File: src/hw/rtl/esm_pkg.sv
// Shared constants, codes and control/status structs of the ELLPACK matrix engine.
package esm_pkg;

  localparam int MAX_ROWS   = 1024;
  localparam int MAX_COLS   = 1024;
  localparam int MAX_SLOTS  = 8;
  localparam int SLOT_TOTAL = MAX_ROWS * MAX_SLOTS;

  localparam int ROW_W   = 10;                        // row field width
  localparam int COL_W   = 10;                        // col field width
  localparam int CNT_W   = 11;                        // row/col count registers
  localparam int SPR_W   = 4;                         // slots_per_row register
  localparam int VAL_W   = 32;
  localparam int RIDX_W  = $clog2(MAX_ROWS);
  localparam int SADDR_W = $clog2(SLOT_TOTAL);
  localparam int SLOT_W  = (MAX_SLOTS > 1) ? $clog2(MAX_SLOTS) : 1;
  localparam int J_W     = $clog2(MAX_SLOTS + 1);
  localparam int ACC_W   = 2 * VAL_W - 16 + J_W + 1;
  localparam int CFG_IW  = 2;
  localparam int CFG_DW  = 11;

  localparam logic [CFG_IW-1:0] CFG_ROWS  = 2'd0;
  localparam logic [CFG_IW-1:0] CFG_COLS  = 2'd1;
  localparam logic [CFG_IW-1:0] CFG_SLOTS = 2'd2;

  typedef enum logic [2:0] {
    ACT_SET   = 3'd0,
    ACT_ADD   = 3'd1,
    ACT_GET   = 3'd2,
    ACT_ZROW  = 3'd3,
    ACT_ZCOL  = 3'd4,
    ACT_LOADX = 3'd5,
    ACT_PROD  = 3'd6,
    ACT_CLEAR = 3'd7
  } act_t;

  typedef enum logic [1:0] {
    ST_OK     = 2'd0,
    ST_INDEX  = 2'd1,
    ST_FULL   = 2'd2,
    ST_ABSENT = 2'd3
  } st_t;

  typedef enum logic [2:0] {
    WK_NEW, WK_VAL, WK_ADD, WK_ZROW, WK_ZCOL
  } wr_kind_t;

  typedef enum logic [3:0] {
    S_INIT, S_IDLE, S_DISP, S_SRD, S_SEV, S_XRD, S_ACC, S_CLR, S_DONE
  } state_t;

  typedef struct packed {
    logic [COL_W-1:0] col;
    logic [VAL_W-1:0] val;
  } slot_t;

  typedef struct packed {
    logic     load_item;
    logic     row_clear;
    logic     row_inc;
    logic     j_clear;
    logic     j_inc;
    logic     slot_wr;
    wr_kind_t wr_kind;
    logic     vbit_set;
    logic     vrow_clear;
    logic     x_clear;
    logic     x_load;
    logic     prod_en;
    logic     acc_add;
    logic     res_get;
    logic     res_prod;
    logic     out_load;
    st_t      out_status;
  } cmd_t;

  typedef struct packed {
    act_t act;
    logic idx_bad;
    logic slot_end;
    logic slot_live;
    logic col_match;
    logic row_last;
    logic rows_none;
    logic sweep_last;
    logic out_free;
  } sts_t;

endpackage

File: src/hw/rtl/esm_ctrl.sv
// Controller FSM: sequences slot scans, column walks, sweeps and result hand-off.
module esm_ctrl (
  input  logic          clk,
  input  logic          rst_n,
  input  logic          in_valid,
  output logic          in_ready,
  input  esm_pkg::sts_t sts,
  output esm_pkg::cmd_t cmd
);

  esm_pkg::state_t state_r, state_nxt;
  esm_pkg::st_t    st_r, st_nxt;

  always_ff @(posedge clk) begin
    if (!rst_n) begin
      state_r <= esm_pkg::S_INIT;
      st_r    <= esm_pkg::ST_OK;
    end else begin
      state_r <= state_nxt;
      st_r    <= st_nxt;
    end
  end

  always_comb begin
    state_nxt      = state_r;
    st_nxt         = st_r;
    in_ready       = 1'b0;
    cmd            = '0;
    cmd.wr_kind    = esm_pkg::WK_NEW;
    cmd.out_status = st_r;
    case (state_r)
      esm_pkg::S_INIT: begin
        // power-up sweep clears valid words and x
        cmd.vrow_clear = 1'b1;
        cmd.x_clear    = 1'b1;
        cmd.row_inc    = 1'b1;
        if (sts.sweep_last) state_nxt = esm_pkg::S_IDLE;
      end
      esm_pkg::S_IDLE: begin
        in_ready = 1'b1;
        if (in_valid) begin
          cmd.load_item = 1'b1;
          st_nxt        = esm_pkg::ST_OK;
          state_nxt     = esm_pkg::S_DISP;
        end
      end
      esm_pkg::S_DISP: begin
        if (sts.idx_bad) begin
          st_nxt    = esm_pkg::ST_INDEX;
          state_nxt = esm_pkg::S_DONE;
        end else begin
          case (sts.act)
            esm_pkg::ACT_ZCOL: begin
              cmd.row_clear = 1'b1;
              state_nxt = sts.rows_none ? esm_pkg::S_DONE : esm_pkg::S_SRD;
            end
            esm_pkg::ACT_LOADX: begin
              cmd.x_load = 1'b1;
              state_nxt  = esm_pkg::S_DONE;
            end
            esm_pkg::ACT_CLEAR: begin
              cmd.row_clear = 1'b1;
              state_nxt     = esm_pkg::S_CLR;
            end
            default: state_nxt = esm_pkg::S_SEV;
          endcase
        end
      end
      esm_pkg::S_SRD: state_nxt = esm_pkg::S_SEV;
      esm_pkg::S_SEV: begin
        case (sts.act)
          esm_pkg::ACT_SET, esm_pkg::ACT_ADD, esm_pkg::ACT_GET: begin
            state_nxt = esm_pkg::S_DONE;
            if (sts.slot_end) begin
              st_nxt = (sts.act == esm_pkg::ACT_GET) ? esm_pkg::ST_ABSENT : esm_pkg::ST_FULL;
            end else if (!sts.slot_live) begin
              if (sts.act != esm_pkg::ACT_GET) begin
                cmd.slot_wr  = 1'b1;
                cmd.wr_kind  = esm_pkg::WK_NEW;
                cmd.vbit_set = 1'b1;
              end
            end else if (sts.col_match) begin
              case (sts.act)
                esm_pkg::ACT_SET: begin
                  cmd.slot_wr = 1'b1;
                  cmd.wr_kind = esm_pkg::WK_VAL;
                end
                esm_pkg::ACT_ADD: begin
                  cmd.slot_wr = 1'b1;
                  cmd.wr_kind = esm_pkg::WK_ADD;
                end
                default: cmd.res_get = 1'b1;
              endcase
            end else begin
              cmd.j_inc = 1'b1;
              state_nxt = esm_pkg::S_SRD;
            end
          end
          esm_pkg::ACT_ZROW: begin
            if (sts.slot_end || !sts.slot_live) begin
              state_nxt = esm_pkg::S_DONE;
            end else begin
              cmd.slot_wr = 1'b1;
              cmd.wr_kind = esm_pkg::WK_ZROW;
              cmd.j_inc   = 1'b1;
              state_nxt   = esm_pkg::S_SRD;
            end
          end
          esm_pkg::ACT_ZCOL: begin
            if (sts.slot_end || !sts.slot_live) begin
              if (sts.row_last) begin
                state_nxt = esm_pkg::S_DONE;
              end else begin
                cmd.row_inc = 1'b1;
                cmd.j_clear = 1'b1;
                state_nxt   = esm_pkg::S_SRD;
              end
            end else begin
              cmd.slot_wr = sts.col_match;
              cmd.wr_kind = esm_pkg::WK_ZCOL;
              cmd.j_inc   = 1'b1;
              state_nxt   = esm_pkg::S_SRD;
            end
          end
          default: begin
            if (sts.slot_end || !sts.slot_live) begin
              cmd.res_prod = 1'b1;
              state_nxt    = esm_pkg::S_DONE;
            end else begin
              state_nxt = esm_pkg::S_XRD;
            end
          end
        endcase
      end
      esm_pkg::S_XRD: begin
        cmd.prod_en = 1'b1;
        state_nxt   = esm_pkg::S_ACC;
      end
      esm_pkg::S_ACC: begin
        cmd.acc_add = 1'b1;
        cmd.j_inc   = 1'b1;
        state_nxt   = esm_pkg::S_SRD;
      end
      esm_pkg::S_CLR: begin
        cmd.vrow_clear = 1'b1;
        cmd.row_inc    = 1'b1;
        if (sts.sweep_last) state_nxt = esm_pkg::S_DONE;
      end
      esm_pkg::S_DONE: begin
        if (sts.out_free) begin
          cmd.out_load = 1'b1;
          state_nxt    = esm_pkg::S_IDLE;
        end
      end
      default: state_nxt = esm_pkg::S_IDLE;
    endcase
  end

endmodule

File: config.mk
export PLATFORM = sky130hd
export DESIGN_NAME = esm_ctrl
export DESIGN_NICKNAME = d
export VERILOG_FILES = /design/src/hw/rtl/esm_pkg.sv /design/src/hw/rtl/esm_ctrl.sv
export SDC_FILE = /design/constraint.sdc
export NUM_CORES = 1
export LEC_CHECK = 0
export BUFFER_PORTS_ARGS = -buffer_cell sky130_fd_sc_hd__buf_2
export CORE_MARGIN = 2
export CORE_UTILIZATION = 46
export CTS_CLUSTER_DIAMETER = 120
export DETAILED_ROUTE_END_ITERATION = 10
export GPL_TIMING_DRIVEN = 0
export PLACE_DENSITY = 0.77
export SKIP_CTS_REPAIR_TIMING = 1
export SLEW_MARGIN = 10
export SYNTH_ARGS = -nofsm -noshare
export SYNTH_HDL_FRONTEND = slang
export SYNTH_SLANG_ARGS = --single-unit
File: constraint.sdc
create_clock -name clk -period 1.97 [get_ports clk]
set_clock_uncertainty 0.1 [all_clocks]
set_input_delay 0 -clock clk [delete_from_list [all_inputs] [get_ports clk]]
set_output_delay 0 -clock clk [all_outputs]
set_load 0.01 [all_outputs]
==> summary.txt <==
STA
  – Final period utilization: 0.876
  – Setup Total Neg Slack: 0 ns
  – # setup viols final: 0
  – Relative slew margins: 0.733
  – Final Hold Fails: 0
  – RSZ-0062 raised after global routing: false
  – Fmax: 579 MHz
  – Hold Slack: 0.0196 ns
  – Slew @ Worst Pin: 0.395 ns
  – Final worst-path setup slack: 0.244 ns
  – Fin crit period: 1.73 ns
  – Max-slew violations: 0

Hold path
  – Hold crit path type: input pin to flip-flop
  – Hold endpoint: state_r[1]
  – Hold depth: 4
  – HP Start: sts[1]

Critical path
  – Reg2reg start: state_r[0]
  – Critical path's top delay family: simple AND/OR/NAND/NOR gates
  – R2r endpoint: state_r[0]
  – CP Capture Type: primary output
  – CP Launch Point: state_r[0]
  – Setup slack, reg-to-reg: 0.44 ns
  – Slowest CP cell: or3_1
  – CP Data Required Time: 1.87 ns
  – Bufs and invs on worst path: 2
  – Worst Path Max Fanout: 8
  – Critical path cell sequence: or2_1 > buf_6 > or3_1 > nor4_2 > buf_2
  – Reg2reg path depth: 6
  – CP Data Arrival Time: 1.63 ns
  – Critical path class: flip-flop to primary output
  – CP max stage delay: 0.38 ns
  – Worst setup SP type: flip-flop

GRT
  – Met2 usage in global routing: 0.360
  – All-Layer GR Usage: 0.236
  – Largest net degree at the start of global routing: 11
  – Most used routing layer: met2
  – Antenna violations before repair: 0
  – GR Util met1: 0.338
  – GRT met3 Usage: 0.0160
  – Vias in the first global route: 841
  – Remaining Overflow, GRT: 0
  – First-pass GRT wire length: 3580 um

Route
  – DRT antenna net count: 0
  – DRC violations left: 0
  – DR vias/cell: 5.84
  – Pre-Repair DR Iteration Count: 4
  – Total number of vias: 993
  – Routed length per placed instance: 12.9 um
  – Final WL: 2200 um
  – Starting DRT DRC Count: 26

Power
  – Pleak: 0.434 nW
  – Final Total Pwr: 0.387 mW
  – Worst vdd ir: 0.327 mV
  – Pwr/cell area: 385 nW/um^2

Die
  – Cell Rows: 14
  – Core box area: 1540 sq um
  – Die height: 45.2 um
  – Die X: 45.2 um
  – Starting Density: 0.506
  – Io pins: 35
  – Die area: 2040 sq um

Clock network
  – CTS root buffer: clkbuf_4
  – CTS tree: built
  – Clk sinks: 6
  – CTS H-tree depth: 1
  – Inserted Clock Buffers: 3
  – Worst skew pair latency: 0.24 ns
  – Bufs on Longest Clock Path: 2
  – Clock-pin slew on the worst setup and hold paths: 0.04 ns

Logic synthesis
  – Post-synthesis sequential area ratio: 0.154
  – Synth Cell Area: 781 sq um
  – Synth warnings: 0
  – Distinct cells, synth: 41
  – Syn Inst Count: 117
  – Syn Nets: 131
  – Post-Syn Area per Cell: 6.67 sq um
  – #FFs+latches synth: 6

Placement
  – Port bufs: 32
  – Detailed Place HPWL: 1700 um
  – Pre-CTS setup slack: 0.480 ns
  – GP Congestion: 0.903

Final layout
  – Nets: 170
  – Fillers: 140
  – Area occupied by multi-input gates: 589 sq um
  – Layout cells sized above 1: 0.344
  – Diodes inserted: 0
  – Reg area: 120 sq um
  – Area grow syn2layout: 28.5%
  – Fin util: 0.651

Job
  – Max-cap viol count: 0

Outcome
  – Status: completed
==> cell usage after synthesis <==
cell       n  area [sq um]
nor3_2     2          20.0
nand2_2    1          6.26
mux2i_1    1          10.0
nand4_1    1          6.26
nor4_1     1          6.26
a211oi_1   3          22.5
nor2_1     8          30.0
inv_1      3          11.3
nand2b_1   4          25.0
o21a_1     2          15.0
buf_2      6          30.0
o21ai_0    4          20.0
o31a_1     1          8.76
nor3b_1    3          22.5
nand4b_1   2          17.5
nor2b_1    2          12.5
nor4_2     1          12.5
nand3_1    3          15.0
o41ai_1    1          8.76
nor3_1     8          40.0
nand2_1   14          52.6
o22ai_1    2          12.5
inv_2      2          7.51
nor2_8     1          20.0
a21boi_1   1          7.51
clkbuf_1   1          3.75
a211oi_2   1          12.5
and2_1     1          6.26
nand3b_1   3          22.5
a31oi_2    1          12.5
and3_1     1          6.26
a21oi_1   11          55.1
or3_1      3          18.8
dfxtp_1    6           120
buf_6      1          11.3
o31ai_1    1          7.51
buf_4      1          7.51
o21ai_1    4          20.0
mux2_2     1          11.3
or2_1      3          18.8
a31oi_1    1          6.26
==> cells in the final DEF, fill, tap and decap left out, types with 2 or more instances in the layout <==
master,instances
nor2b_1,2
inv_1,3
or2_1,3
nand4b_1,2
a211oi_1,3
o21a_1,2
o21ai_0,4
dfxtp_1,6
nand2_1,14
or3_1,3
dlygate4sd3_1,2
clkbuf_4,3
a21oi_1,11
nor2_1,8
buf_2,38
o22ai_1,2
nor3_2,2
nor3_1,8
nand2b_1,4
nand3b_1,3
o21ai_1,4
inv_2,2
nand3_1,3
nor3b_1,3
==> worst min-delay path, cell delays in order <==
cell,delay [ns]
buf_2,0.11
o21ai_0,0.08
nand2_1,0.07
a21oi_1,0.06
==> per-stage QoR <==
step / std cells / area [sq um]
floorplan: 117 / 781
global placement: 165 / 961
detailed placement: 165 / 961
CTS: 168 / 983
global route: 170 / 1000
finish: 170 / 1000
==> power breakdown <==
group	internal (mW)	switching (mW)	total [mW]
Sequential	0.125	0.00263	0.128
Combinational	0.0590	0.0862	0.145
Clock	0.0689	0.0446	0.113
Total	0.253	0.133	0.387
==> flip-flops by register name, summed over array words and instances, names as in the netlist <==
signal	cells
state_r	4
st_r	2
==> kinds of logic after synthesis <==
kind of cell,share of synthesized area
simple gates,0.460
compound gates,0.268
buf+inv,0.0913
flops,0.154
mux,0.0272
==> worst max-delay path by stage <==
stage	endpoint	cells after the start
6_report	cmd[10]	5
5_1_grt	cmd[11]	6
4_1_cts	cmd[10]	5
3_5_place_dp	state_r[0]	6
3_3_place_gp	state_r[0]	6
2_1_floorplan	cmd[17]	6
==> routing by layer <==
layer | vias to the layer above | wire, um
met5 | - | 0
met2 | 38 | 1050
li1 | 502 | -
met3 | 4 | 132
met4 | 0 | 22
met1 | 449 | 989
==> area by class of cell <==
class,instances,area share
Buffer,9,0.0524
Clock buffer,3,0.0224
Inverter,5,0.0187
Multi-Input combinational cell,97,0.587
Sequential cell,6,0.120
Tap cell,16,0.0200
Timing Repair Buffer,34,0.180
No activity file was read; power rests on OpenSTA's default activity.
